`config.mk`:
```
export PLATFORM = sky130hd
export DESIGN_NAME = brake_pedal_park_release_trigger_unit_flat
export DESIGN_NICKNAME = d
export VERILOG_FILES = /design/src/bpprt_pkg.sv /design/src/bpprt_if.sv /design/src/brake_pedal_park_release_trigger_unit.sv /design/src/bpprt_cfg.sv /design/src/bpprt_core.sv /design/src/flat_wrapper.sv
export SDC_FILE = /design/constraint.sdc
export NUM_CORES = 1
export LEC_CHECK = 0
export BUFFER_PORTS_ARGS = -buffer_cell sky130_fd_sc_hd__buf_2
export CAP_MARGIN = 20
export CORE_ASPECT_RATIO = 0.75
export CORE_MARGIN = 2
export CORE_UTILIZATION = 30
export DETAILED_ROUTE_END_ITERATION = 16
export SLEW_MARGIN = 20
export SYNTH_ARGS = -nofsm -noshare
export SYNTH_HDL_FRONTEND = slang
export SYNTH_SLANG_ARGS = --single-unit
```
`constraint.sdc`:
```
create_clock -name clk_i -period 4.4 [get_ports clk_i]
set_input_delay 0.66 -clock clk_i [delete_from_list [all_inputs] [get_ports clk_i]]
set_output_delay 0.66 -clock clk_i [all_outputs]
set_load 0.05 [all_outputs]
```
`src/bpprt_pkg.sv`:
```
`timescale 1ns / 1ps
`default_nettype none

package bpprt_pkg;

  localparam int unsigned LevelW   = 11;
  localparam int unsigned TicksW   = 16;
  localparam int unsigned AngleW   = 8;
  localparam int unsigned CfgIdxW  = 3;
  localparam int unsigned CfgDataW = 16;

  localparam logic [LevelW-1:0] FullScale = LevelW'(1024);
  localparam logic [AngleW-1:0] MaxAngle  = AngleW'(180);
  localparam logic [TicksW-1:0] TicksMax  = '1;

  typedef enum logic [1:0] {
    OP_LEFT  = 2'd0,
    OP_RIGHT = 2'd1,
    OP_PARK  = 2'd2,
    OP_TICK  = 2'd3
  } op_e;

  typedef enum logic [CfgIdxW-1:0] {
    REG_PRESS_THR   = 3'd0,
    REG_RELEASE_THR = 3'd1,
    REG_PARK_THR    = 3'd2,
    REG_PULSE_TICKS = 3'd3,
    REG_RELEASE_POS = 3'd4,
    REG_HOME_POS    = 3'd5
  } reg_idx_e;

  localparam logic [LevelW-1:0] PressThrRst   = LevelW'(922);
  localparam logic [LevelW-1:0] ReleaseThrRst = LevelW'(717);
  localparam logic [LevelW-1:0] ParkThrRst    = LevelW'(922);
  localparam logic [TicksW-1:0] PulseTicksRst = TicksW'(400);
  localparam logic [AngleW-1:0] ReleasePosRst = AngleW'(0);
  localparam logic [AngleW-1:0] HomePosRst    = AngleW'(90);

  typedef struct packed {
    logic [LevelW-1:0] press_thr;
    logic [LevelW-1:0] release_thr;
    logic [LevelW-1:0] park_thr;
    logic [TicksW-1:0] pulse_ticks;
    logic [AngleW-1:0] release_pos;
    logic [AngleW-1:0] home_pos;
  } cfg_t;

  typedef struct packed {
    logic [1:0]        op;
    logic [LevelW-1:0] level;
  } item_t;

  typedef struct packed {
    logic              servo_write;
    logic [AngleW-1:0] servo_angle;
    logic              pedals_pressed;
    logic              release_armed;
    logic              pulse_active;
  } res_t;

  function automatic logic [LevelW-1:0] clamp_level(input logic [LevelW-1:0] v);
    return (v > FullScale) ? FullScale : v;
  endfunction

  function automatic logic [AngleW-1:0] clamp_angle(input logic [AngleW-1:0] a);
    return (a > MaxAngle) ? MaxAngle : a;
  endfunction

endpackage

`default_nettype wire

```
`src/bpprt_if.sv`:
```
`timescale 1ns / 1ps
`default_nettype none

interface bpprt_in_if;
  logic                           valid;
  logic                           ready;
  logic [1:0]                     op;
  logic [bpprt_pkg::LevelW-1:0]   level;

  modport source (output valid, output op, output level, input ready);
  modport sink   (input valid, input op, input level, output ready);
endinterface

interface bpprt_out_if;
  logic                           valid;
  logic                           ready;
  logic                           servo_write;
  logic [bpprt_pkg::AngleW-1:0]   servo_angle;
  logic                           pedals_pressed;
  logic                           release_armed;
  logic                           pulse_active;

  modport source (output valid, output servo_write, output servo_angle,
                  output pedals_pressed, output release_armed, output pulse_active,
                  input ready);
  modport sink   (input valid, input servo_write, input servo_angle,
                  input pedals_pressed, input release_armed, input pulse_active,
                  output ready);
endinterface

`default_nettype wire

```
`src/brake_pedal_park_release_trigger_unit.sv`:
```
`timescale 1ns / 1ps
`default_nettype none

// Brake pedal park release trigger. Each transfer on in_i carries one item:
// a left pedal, right pedal or parking brake sample (levels 1024 = 1.0,
// clamped above that) or a millisecond tick, and yields exactly one result
// transfer on out_o with the servo command and the pressed, armed and pulse
// flags after the update. The unit takes one item per cycle while out_o is
// not stalled. Each item passes through an input register, then the flag
// update into the result register, before its result shows on out_o. The
// input side keeps accepting while a result waits on a stalled output, as
// long as the input register is free. Thresholds, pulse length and the two
// servo angles are written through cfg_we_i/cfg_idx_i/cfg_data_i; the
// user must write them only while the unit is idle (not enforced here).
// Unmapped indexes are ignored. Angles above 180 are saturated at use.
module brake_pedal_park_release_trigger_unit (
  input  wire logic                             clk_i,
  input  wire logic                             rst_ni,
  input  wire logic                             cfg_we_i,
  input  wire logic [bpprt_pkg::CfgIdxW-1:0]    cfg_idx_i,
  input  wire logic [bpprt_pkg::CfgDataW-1:0]   cfg_data_i,
  bpprt_in_if.sink                              in_i,
  bpprt_out_if.source                           out_o
);

  bpprt_pkg::cfg_t  cfg;
  bpprt_pkg::item_t item_q;
  bpprt_pkg::res_t  res;
  logic             in_vld_q;
  logic             out_vld_q;
  logic             advance;
  logic             in_take;

  bpprt_cfg u_cfg (
    .clk_i  (clk_i),
    .rst_ni (rst_ni),
    .we_i   (cfg_we_i),
    .idx_i  (cfg_idx_i),
    .data_i (cfg_data_i),
    .cfg_o  (cfg)
  );

  // Advance the held item into the result register when that register is
  // empty or its result is being transferred this cycle.
  assign advance = in_vld_q && (!out_vld_q || out_o.ready);
  assign in_i.ready = !in_vld_q || advance;
  assign in_take = in_i.valid && in_i.ready;

  always_ff @(posedge clk_i or negedge rst_ni) begin
    if (!rst_ni) begin
      in_vld_q  <= 1'b0;
      out_vld_q <= 1'b0;
    end else begin
      if (in_i.ready) begin
        in_vld_q <= in_i.valid;
      end
      if (advance) begin
        out_vld_q <= 1'b1;
      end else if (out_o.ready) begin
        out_vld_q <= 1'b0;
      end
    end
  end

  // Hold the item payload; no reset needed.
  always_ff @(posedge clk_i) begin
    if (in_take) begin
      item_q.op    <= in_i.op;
      item_q.level <= in_i.level;
    end
  end

  bpprt_core u_core (
    .clk_i  (clk_i),
    .rst_ni (rst_ni),
    .cfg_i  (cfg),
    .step_i (advance),
    .item_i (item_q),
    .res_o  (res)
  );

  assign out_o.valid          = out_vld_q;
  assign out_o.servo_write    = res.servo_write;
  assign out_o.servo_angle    = res.servo_angle;
  assign out_o.pedals_pressed = res.pedals_pressed;
  assign out_o.release_armed  = res.release_armed;
  assign out_o.pulse_active   = res.pulse_active;

endmodule

`default_nettype wire

```
`src/bpprt_cfg.sv`:
```
`timescale 1ns / 1ps
`default_nettype none

module bpprt_cfg (
  input  wire logic                             clk_i,
  input  wire logic                             rst_ni,
  input  wire logic                             we_i,
  input  wire logic [bpprt_pkg::CfgIdxW-1:0]    idx_i,
  input  wire logic [bpprt_pkg::CfgDataW-1:0]   data_i,
  output bpprt_pkg::cfg_t                       cfg_o
);

  bpprt_pkg::cfg_t cfg_q;

  always_ff @(posedge clk_i or negedge rst_ni) begin
    if (!rst_ni) begin
      cfg_q.press_thr   <= bpprt_pkg::PressThrRst;
      cfg_q.release_thr <= bpprt_pkg::ReleaseThrRst;
      cfg_q.park_thr    <= bpprt_pkg::ParkThrRst;
      cfg_q.pulse_ticks <= bpprt_pkg::PulseTicksRst;
      cfg_q.release_pos <= bpprt_pkg::ReleasePosRst;
      cfg_q.home_pos    <= bpprt_pkg::HomePosRst;
    end else if (we_i) begin
      unique case (idx_i)
        bpprt_pkg::REG_PRESS_THR:   cfg_q.press_thr   <= data_i[bpprt_pkg::LevelW-1:0];
        bpprt_pkg::REG_RELEASE_THR: cfg_q.release_thr <= data_i[bpprt_pkg::LevelW-1:0];
        bpprt_pkg::REG_PARK_THR:    cfg_q.park_thr    <= data_i[bpprt_pkg::LevelW-1:0];
        bpprt_pkg::REG_PULSE_TICKS: cfg_q.pulse_ticks <= data_i[bpprt_pkg::TicksW-1:0];
        bpprt_pkg::REG_RELEASE_POS: cfg_q.release_pos <= data_i[bpprt_pkg::AngleW-1:0];
        bpprt_pkg::REG_HOME_POS:    cfg_q.home_pos    <= data_i[bpprt_pkg::AngleW-1:0];
        default: ;  // drop writes to unmapped indexes
      endcase
    end
  end

  assign cfg_o = cfg_q;

endmodule

`default_nettype wire

```
`src/bpprt_core.sv`:
```
`timescale 1ns / 1ps
`default_nettype none

module bpprt_core (
  input  wire logic            clk_i,
  input  wire logic            rst_ni,
  input  wire bpprt_pkg::cfg_t cfg_i,
  input  wire logic            step_i,
  input  wire bpprt_pkg::item_t item_i,
  output bpprt_pkg::res_t      res_o
);

  logic [bpprt_pkg::LevelW-1:0] left_q, left_d;
  logic [bpprt_pkg::LevelW-1:0] right_q, right_d;
  logic                         pressed_q, pressed_d;
  logic                         park_q, park_d;
  logic                         armed_q, armed_d;
  logic                         pulse_q, pulse_d;
  logic [bpprt_pkg::TicksW-1:0] elapsed_q, elapsed_d;
  bpprt_pkg::res_t              res_q, res_d;

  logic [bpprt_pkg::LevelW-1:0] lvl;
  logic [bpprt_pkg::LevelW-1:0] l_new, r_new;
  logic                         now_pressed;
  logic [bpprt_pkg::TicksW-1:0] elapsed_inc;

  always_comb begin
    lvl   = bpprt_pkg::clamp_level(item_i.level);
    l_new = (bpprt_pkg::op_e'(item_i.op) == bpprt_pkg::OP_LEFT)  ? lvl : left_q;
    r_new = (bpprt_pkg::op_e'(item_i.op) == bpprt_pkg::OP_RIGHT) ? lvl : right_q;
    // hysteresis: enter at press threshold, leave only when both drop below release
    if (pressed_q) begin
      now_pressed = !((l_new < cfg_i.release_thr) && (r_new < cfg_i.release_thr));
    end else begin
      now_pressed = (l_new >= cfg_i.press_thr) && (r_new >= cfg_i.press_thr);
    end
    elapsed_inc = (elapsed_q == bpprt_pkg::TicksMax) ? elapsed_q
                                                     : elapsed_q + bpprt_pkg::TicksW'(1);

    left_d    = l_new;
    right_d   = r_new;
    pressed_d = pressed_q;
    park_d    = park_q;
    armed_d   = armed_q;
    pulse_d   = pulse_q;
    elapsed_d = elapsed_q;
    res_d.servo_write = 1'b0;
    res_d.servo_angle = '0;

    unique case (bpprt_pkg::op_e'(item_i.op))
      bpprt_pkg::OP_LEFT, bpprt_pkg::OP_RIGHT: begin
        pressed_d = now_pressed;
        if (now_pressed && !pressed_q && park_q && armed_q) begin
          res_d.servo_write = 1'b1;
          res_d.servo_angle = bpprt_pkg::clamp_angle(cfg_i.release_pos);
          pulse_d   = 1'b1;
          elapsed_d = '0;
          armed_d   = 1'b0;
        end
        if (!now_pressed && pressed_q && park_q) begin
          armed_d = 1'b1;
        end
      end
      bpprt_pkg::OP_PARK: begin
        park_d = (lvl >= cfg_i.park_thr);
        if (!park_d || pressed_q) begin
          armed_d = 1'b0;
        end
      end
      bpprt_pkg::OP_TICK: begin
        if (pulse_q) begin
          elapsed_d = elapsed_inc;
          if (elapsed_inc >= cfg_i.pulse_ticks) begin
            res_d.servo_write = 1'b1;
            res_d.servo_angle = bpprt_pkg::clamp_angle(cfg_i.home_pos);
            pulse_d = 1'b0;
          end
        end
      end
      default: ;
    endcase

    res_d.pedals_pressed = pressed_d;
    res_d.release_armed  = armed_d;
    res_d.pulse_active   = pulse_d;
  end

  always_ff @(posedge clk_i or negedge rst_ni) begin
    if (!rst_ni) begin
      left_q    <= '0;
      right_q   <= '0;
      pressed_q <= 1'b0;
      park_q    <= 1'b0;
      armed_q   <= 1'b0;
      pulse_q   <= 1'b0;
      elapsed_q <= '0;
    end else if (step_i) begin
      left_q    <= left_d;
      right_q   <= right_d;
      pressed_q <= pressed_d;
      park_q    <= park_d;
      armed_q   <= armed_d;
      pulse_q   <= pulse_d;
      elapsed_q <= elapsed_d;
    end
  end

  always_ff @(posedge clk_i) begin
    if (step_i) begin
      res_q <= res_d;
    end
  end

  assign res_o = res_q;

endmodule

`default_nettype wire
```
`src/flat_wrapper.sv`:
```
// flat-port wrapper written by rule: the top's interface ports become plain ports
module brake_pedal_park_release_trigger_unit_flat 
  (clk_i, rst_ni, cfg_we_i, cfg_idx_i, cfg_data_i, in_i_valid, in_i_op, in_i_level, in_i_ready, out_o_valid, out_o_servo_write, out_o_servo_angle, out_o_pedals_pressed, out_o_release_armed, out_o_pulse_active, out_o_ready);
  bpprt_in_if in_i_i ();
  bpprt_out_if out_o_i ();
  input  wire logic clk_i;
  input  wire logic rst_ni;
  input  wire logic cfg_we_i;
  input  wire logic [bpprt_pkg::CfgIdxW-1:0] cfg_idx_i;
  input  wire logic [bpprt_pkg::CfgDataW-1:0] cfg_data_i;
  input wire logic [$bits(in_i_i.valid)-1:0] in_i_valid;
  input wire logic [$bits(in_i_i.op)-1:0] in_i_op;
  input wire logic [$bits(in_i_i.level)-1:0] in_i_level;
  output wire logic [$bits(in_i_i.ready)-1:0] in_i_ready;
  output wire logic [$bits(out_o_i.valid)-1:0] out_o_valid;
  output wire logic [$bits(out_o_i.servo_write)-1:0] out_o_servo_write;
  output wire logic [$bits(out_o_i.servo_angle)-1:0] out_o_servo_angle;
  output wire logic [$bits(out_o_i.pedals_pressed)-1:0] out_o_pedals_pressed;
  output wire logic [$bits(out_o_i.release_armed)-1:0] out_o_release_armed;
  output wire logic [$bits(out_o_i.pulse_active)-1:0] out_o_pulse_active;
  input wire logic [$bits(out_o_i.ready)-1:0] out_o_ready;
  assign in_i_i.valid = in_i_valid;
  assign in_i_i.op = in_i_op;
  assign in_i_i.level = in_i_level;
  assign in_i_ready = in_i_i.ready;
  assign out_o_valid = out_o_i.valid;
  assign out_o_servo_write = out_o_i.servo_write;
  assign out_o_servo_angle = out_o_i.servo_angle;
  assign out_o_pedals_pressed = out_o_i.pedals_pressed;
  assign out_o_release_armed = out_o_i.release_armed;
  assign out_o_pulse_active = out_o_i.pulse_active;
  assign out_o_i.ready = out_o_ready;
  brake_pedal_park_release_trigger_unit u_core (.clk_i(clk_i), .rst_ni(rst_ni), .cfg_we_i(cfg_we_i), .cfg_idx_i(cfg_idx_i), .cfg_data_i(cfg_data_i), .in_i(in_i_i), .out_o(out_o_i));
endmodule
```
== Word level (Yosys, flattened, before mapping) ==
Cells that the tools add are included.

* Register bits: 134
* Output and inout bits: 14
* Logic and storage cells: 99

* Add/sub/neg operators: 1
* $lt $le $gt $ge: 9
* Equal/unequal tests: 11
* Mux-type cells: 25
* Reductions and logical operators: 31

{| class="wikitable"
|+ Operators by type and width
! cell !! count
|-
| $mux 16 || 3
|-
| $ge 11x11->1 || 3
|-
| $mux 11 || 3
|-
| $pmux 16 s2 || 1
|-
| $mux 9 || 3
|-
| $lt 11x11->1 || 2
|-
| $pmux 9 s2 || 1
|-
| $add 16x1->16 const B || 1
|-
| $eq 16x16->1 const B || 1
|-
| $ge 16x16->1 || 1
|-
| $gt 8x8->1 const B || 2
|-
| $mux 8 || 2
|-
| $reduce_and 2->1 || 7
|-
| $gt 11x11->1 const B || 1
|-
| $mux 1 || 10
|-
| $logic_and 1x1->1 || 9
|-
| $eq 3x2->1 const B || 2
|-
| $eq 3x3->1 const B || 2
|-
| $logic_not 1->1 || 6
|-
| $eq 2x2->1 const B || 2
|-
| $ne 2x2->1 const B || 2
|-
| $pmux 1 s2 || 2
|-
| $reduce_and 4->1 || 1
|-
| $reduce_bool 2->1 || 2
|-
| other kinds (6) || 8
|}

== Logic depth before layout (Yosys ltp) ==
* Depth after elaboration: 13
* Mapped depth: 16

== By module ==
Synthesis repeated with hierarchy kept, for this count alone.

* Cells, all modules: 720
* Area, all modules: 7,868.8 um2

{| class="wikitable"
|+ By module, submodules not included
! module !! times used !! cells an instance !! area an instance (um2) !! sequential area each (um2)
|-
| bpprt_core || 1 || 558 || 4,685.7 || 1,411.4
|-
| bpprt_cfg || 1 || 141 || 2,688.8 || 1,657.8
|-
| brake_pedal_park_release_trigger_unit || 1 || 21 || 494.2 || 440.4
|}

== Worst setup path after synthesis ==
OpenSTA, ideal clock, no wires.

* Path kind: register to register
* Start: register u_core.u_core.elapsed_q[0] (netlist name)
* End: register u_core.u_core.res_q, in the netlist u_core.u_core.res_o[9] (data pin)
* Setup time: 274 ps
* Data arrival time: 3,036 ps
* Required time: 4,126 ps
* Slack: 1,090 ps
* Cell stages (with the launch flop): 15
* Buffers on the path: 2
* Clock period less this slack: 3,310 ps
* Cells stage by stage: dfrtp_1 ha_1 and2_1 nand4_4 or3_1 buf_6 nand4_1 xnor2_1 ha_1 a2111o_1 a31oi_1 o21ai_0 a21oi_1 clkbuf_1 o32ai_1

{| class="wikitable"
|+ RTL lines
! element !! line !! source
|-
| from (decl) || bpprt_core.sv:19 || <nowiki>logic [bpprt_pkg::TicksW-1:0] elapsed_q, elapsed_d;</nowiki>
|-
| from (signal assigned) || bpprt_core.sv:104 || <nowiki>elapsed_q <= elapsed_d;</nowiki>
|-
| to (signal assigned) || bpprt_core.sv:110 || <nowiki>res_q <= res_d;</nowiki>
|-
| to (decl) || bpprt_core.sv:20 || <nowiki>bpprt_pkg::res_t res_q, res_d;</nowiki>
|}

==> Flow_metrics.wiki <==
{| class="wikitable"
! Metric !! Value
|-
| Number of hold-repair buffers added at the cts stage || 0
|-
| Number of vias per cell || 4.861
|-
| Gate family responsible for the most delay along the worst path || simple AND/OR/NAND/NOR gates
|-
| Initial antenna violation count || 0
|-
| Fraction of registers with async set or reset after synthesis || 81.34%
|-
| Maximum single-stage delay on the critical path || 0.64 ns
|-
| Post-synth EDFFs || 25
|-
| Row count || 50
|-
| Register-to-Register Path Depth || 14
|-
| Share of the yosys chip area belonging to registers || 46.90%
|-
| Power Dens Cells || 484.2 nW/um^2
|-
| Max Fanout on Critical Path || 15
|-
| Fraction of layout cells with a size suffix above 1 || 20.72%
|-
| Number of different library cells in the post-synthesis netlist || 52
|-
| Setup Fix Bufs, Post-CTS || 0
|-
| Combined area of all synthesized cells || 7483 sq um
|-
| Cell-by-cell listing of the critical path || ha_1, and2_1, nand4_4, or3_1, nand3_1, xnor2_1, ha_1, a21o_1, a21o_1, a21oi_1, o32ai_1, a21oi_1, buf_4, o32ai_1
|-
| Crit path kind || flip-flop to flip-flop
|-
| Final setup violation count || 0
|-
| Final nets || 900
|-
| Final antenna diode count || 0
|-
| Maximum number of pins on one net before global-route repair || 66
|-
| Die height || 140.8 microns
|-
| Clock buffer depth || 2
|-
| Required time of the worst setup path || 4.64 ns
|-
| Final hold violation count || 0
|-
| Synth Instances || 737
|-
| Detailed-route wire length per cell || 16.44 microns
|-
| Floorplan die area || 26240 sq um
|-
| Critical Path Source Type || flip-flop
|-
| Residual overflow from global routing || 0
|-
| Maximum clock frequency || 265.1 MHz
|-
| Average footprint of a synthesized cell || 10.15 sq um
|-
| Arrival time at the worst endpoint || 4.02 ns
|-
| Via count || 5561
|-
| Post-route DRC violation count || 0
|-
| Setup repair after global routing missed its margin || no
|-
| Final WS setup || 0.6274 ns
|-
| Clock Latency Late Sink || 0.43 ns
|-
| All-layer global routing usage || 15.48%
|-
| Syn_nets || 844
|-
| Post-detailed-route count of antenna-violating nets || 0
|-
| DRT Wirelength || 18.81 mm
|-
| CP Buf/Inv Count || 1
|-
| Clock tree from TritonCTS || built
|-
| Final Cycle Share || 85.74%
|-
| Cts bufs inserted || 17
|-
| Number of clock sinks || 134
|-
| Number of I/O port buffers || 50
|-
| DRC marker count from the first detailed-route iteration || 420
|-
| Die width || 186.4 microns
|-
| Warnings, synthesis || 0
|-
| Post-layout minimum cycle time || 3.773 ns
|-
| CP max-delay cell || or3_1
|-
| Post-layout total power || 4.256 mW
|-
| Critical path endpoint category || flip-flop
|-
| Post-Place Setup Slack || 0.7171 ns
|-
| Maximum level of the CTS H-tree || 4
|-
| Reg2Reg Capture Point || u_core.u_core.res_o[7]
|-
| Worst hold-check path type || input pin to async pin
|-
| Relative slew slack || 33.15%
|-
| Post-route clock skew || 0.008324 ns
|-
| Post-synthesis register bit count || 134
|-
| HPWL after DPL || 13.90 mm
|-
| Fill cell total of the finished layout || 2453
|-
| Root Buffer || clkbuf_16
|-
| Dominant synthesized flop cell || dfrtp_1
|-
| Wire length of the first global-routing pass || 31.28 mm
|-
| Number of maximum-capacitance violations || 0
|-
| Aggregate negative setup slack || 0 ns
|-
| Starting utilization of the core area || 30.28%
|-
| Layout overhead on the synthesized area || 17.46%
|-
| Routability congestion estimate || 0.8757
|-
| Clk slew on worst S/H paths || 0.06 ns
|-
| Worst Tran Pin Value || 1.000 ns
|-
| Count of boundary I/O pins || 51
|-
| Vias in the first global route || 5576
|-
| Drt pass-1 iters || 5
|-
| Core region area || 24710 sq um
|-
| Worst r2r src || u_core.u_core.elapsed_q[0]
|-
| Fin. max-slew vios || 0
|-
| Standby leakage power || 4.032 nW
|-
| Total of cells resized after clock tree synthesis || 0
|-
| Minimum setup slack among reg-to-reg paths || 0.63 ns
|-
| Run status || complete, no violations
|-
| Max IR drop VDD || 0.3047 mV
|}
-- cells in the mapped netlist, drive strengths merged, types with 4 or more instances --
| cell type | instances | area share, % |
|---|---|---|
| xnor2 | 10 | 1.2 |
| nor2 | 14 | 0.70 |
| nor3b | 4 | 0.40 |
| mux2 | 46 | 7.0 |
| o21ai | 77 | 5.1 |
| dfrtp | 84 | 28 |
| a21oi | 34 | 2.3 |
| o32ai | 5 | 0.59 |
| a21o | 7 | 0.70 |
| o211ai | 5 | 0.50 |
| nand3 | 18 | 1.2 |
| edfxtp | 25 | 10 |
| nand2 | 100 | 5.0 |
| nor4 | 4 | 0.33 |
| and3 | 10 | 0.90 |
| a31oi | 5 | 0.42 |
| a22o | 7 | 0.82 |
| a211oi | 7 | 0.70 |
| buf | 4 | 0.55 |
| dfstp | 25 | 8.8 |
| o22ai | 5 | 0.42 |
| o21a | 11 | 1.1 |
| nand4 | 10 | 1.0 |
| nand2b | 16 | 1.3 |
| ha | 70 | 12 |
| inv | 65 | 3.3 |
| nor3 | 12 | 0.80 |
| a211o | 7 | 0.82 |
| nor2b | 6 | 0.50 |
| clkbuf | 19 | 0.97 |
-- report_power, final --
| group | internal, mW | switching (mW) | leakage [nW] |
|---|---|---|---|
| registers | 1.52 | 0.121 | 1.57 |
| clock network | 1.05 | 0.565 | 0.325 |
| logic | 0.401 | 0.593 | 2.13 |
| total | 2.98 | 1.28 | 4.03 |
-- cell families after synthesis --
kind of cell    count (synthesis)  share of synthesized area (%)
simple gates                  207                          13.49
mux                            46                          6.972
compound gates                181                          14.86
fa+ha+maj                      70                          11.70
buf+inv                        88                          4.781
xor+xnor                       11                          1.287
flops                         134                          46.90
-- worst register-to-register path: cells and delay by family, from the launching register on --
family / cells / cell delay [ns]
AOI/OAI and AO/OA: 6 / 1.10
xor gates and xnor gates: 1 / 0.09
adders and majority gates: 2 / 0.51
buffers and inverters: 1 / 0.20
DFF: 1 / 0.42
and+or+nand+nor: 4 / 1.27
-- state kept, by name, indices dropped and copies added (netlist names) --
register and count:
u_core.in_vld_q 1, u_core.u_core.pressed_q 1, u_core.u_cfg.cfg_o 65, u_core.item_q 13, u_core.out_o.valid 1, u_core.u_core.armed_q 1, u_core.u_core.res_o 12, u_core.u_core.left_q 11
u_core.u_core.pulse_q 1, u_core.u_core.elapsed_q 16, u_core.u_core.park_q 1, u_core.u_core.right_q 11
-- through the flow --
stage	hold WS (ns)	std cells	cell area, sq um	utilization (%)
after floorplan	0.3644	737	7483	-
after global placement	0.4596	1112	8125	32.88
after detailed placement	0.4725	1112	8125	32.88
after CTS	0.3794	1144	8790	35.57
after global routing	0.3824	1144	8790	35.57
final	0.3421	1144	8790	35.57
-- cell type report --
| cell class | count | area, sq um | area share (%) |
|---|---|---|---|
| multi-input combinational | 515 | 3621 | 41.20 |
| sequential | 134 | 3510 | 39.93 |
| clock buffer | 20 | 467.9 | 5.324 |
| tap | 338 | 422.9 | 4.811 |
| timing repair buffer | 60 | 327.8 | 3.730 |
| inverter | 65 | 244.0 | 2.776 |
| clock inverter | 12 | 196.4 | 2.235 |
-- metal layers --
metal  routed length [microns]  up-vias  global-route usage (%)  share of wire (%)
met5                         0        -                       0                  0
met4                       184        0                   4.632               0.98
met3                       884       13                   3.610                4.7
met2                      7377      115                   21.17                 39
met1                     10360     2691                   23.76                 55
li1                          -     2742                       -                  -
-- worst max path at each step --
stage,startpoint,end,slack [ns],cells after the start
final,u_core.u_core.elapsed_q[0],u_core.u_core.res_o[7],0.63,14
after global routing,u_core.u_core.elapsed_q[0],u_core.u_core.res_o[7],0.34,14
after CTS,u_core.u_core.elapsed_q[0],u_core.u_core.res_o[7],0.65,14
after detailed placement,u_core.u_core.elapsed_q[0],u_core.u_core.res_o[10],0.72,13
after global placement,u_core.u_core.elapsed_q[0],u_core.u_core.res_o[10],0.77,13
after floorplan,u_core.u_core.elapsed_q[0],u_core.u_core.res_o[9],1.09,14
-- cells in the final DEF, fill, tap and decap left out, types with 3 or more instances in the layout --
master,synthesis,layout
a22o_1,7,7
o21a_1,11,11
o32ai_1,5,5
nand3b_1,3,3
clkinv_2,0,3
a21oi_1,34,34
or3_1,3,3
buf_2,0,49
nor3_1,12,12
dfrtp_1,84,84
a31oi_1,5,5
buf_4,2,11
inv_1,65,65
and3_1,9,9
nand2b_1,16,16
xnor2_1,10,10
nor2_1,14,14
dfstp_2,25,25
nor4_1,4,4
a2111o_1,3,3
ha_1,70,70
o21ai_0,77,77
a211oi_1,7,7
nor2b_1,6,6
nand2_1,100,100
o211ai_1,5,5
nand3_1,18,18
nand4_1,9,9
o22ai_1,5,5
clkbuf_16,0,18
a21o_1,7,7
a211o_1,7,7
mux2_2,45,45
nor3b_1,4,3
bufinv_16,0,5
edfxtp_1,25,25
Power figures use the tool's default switching activity.
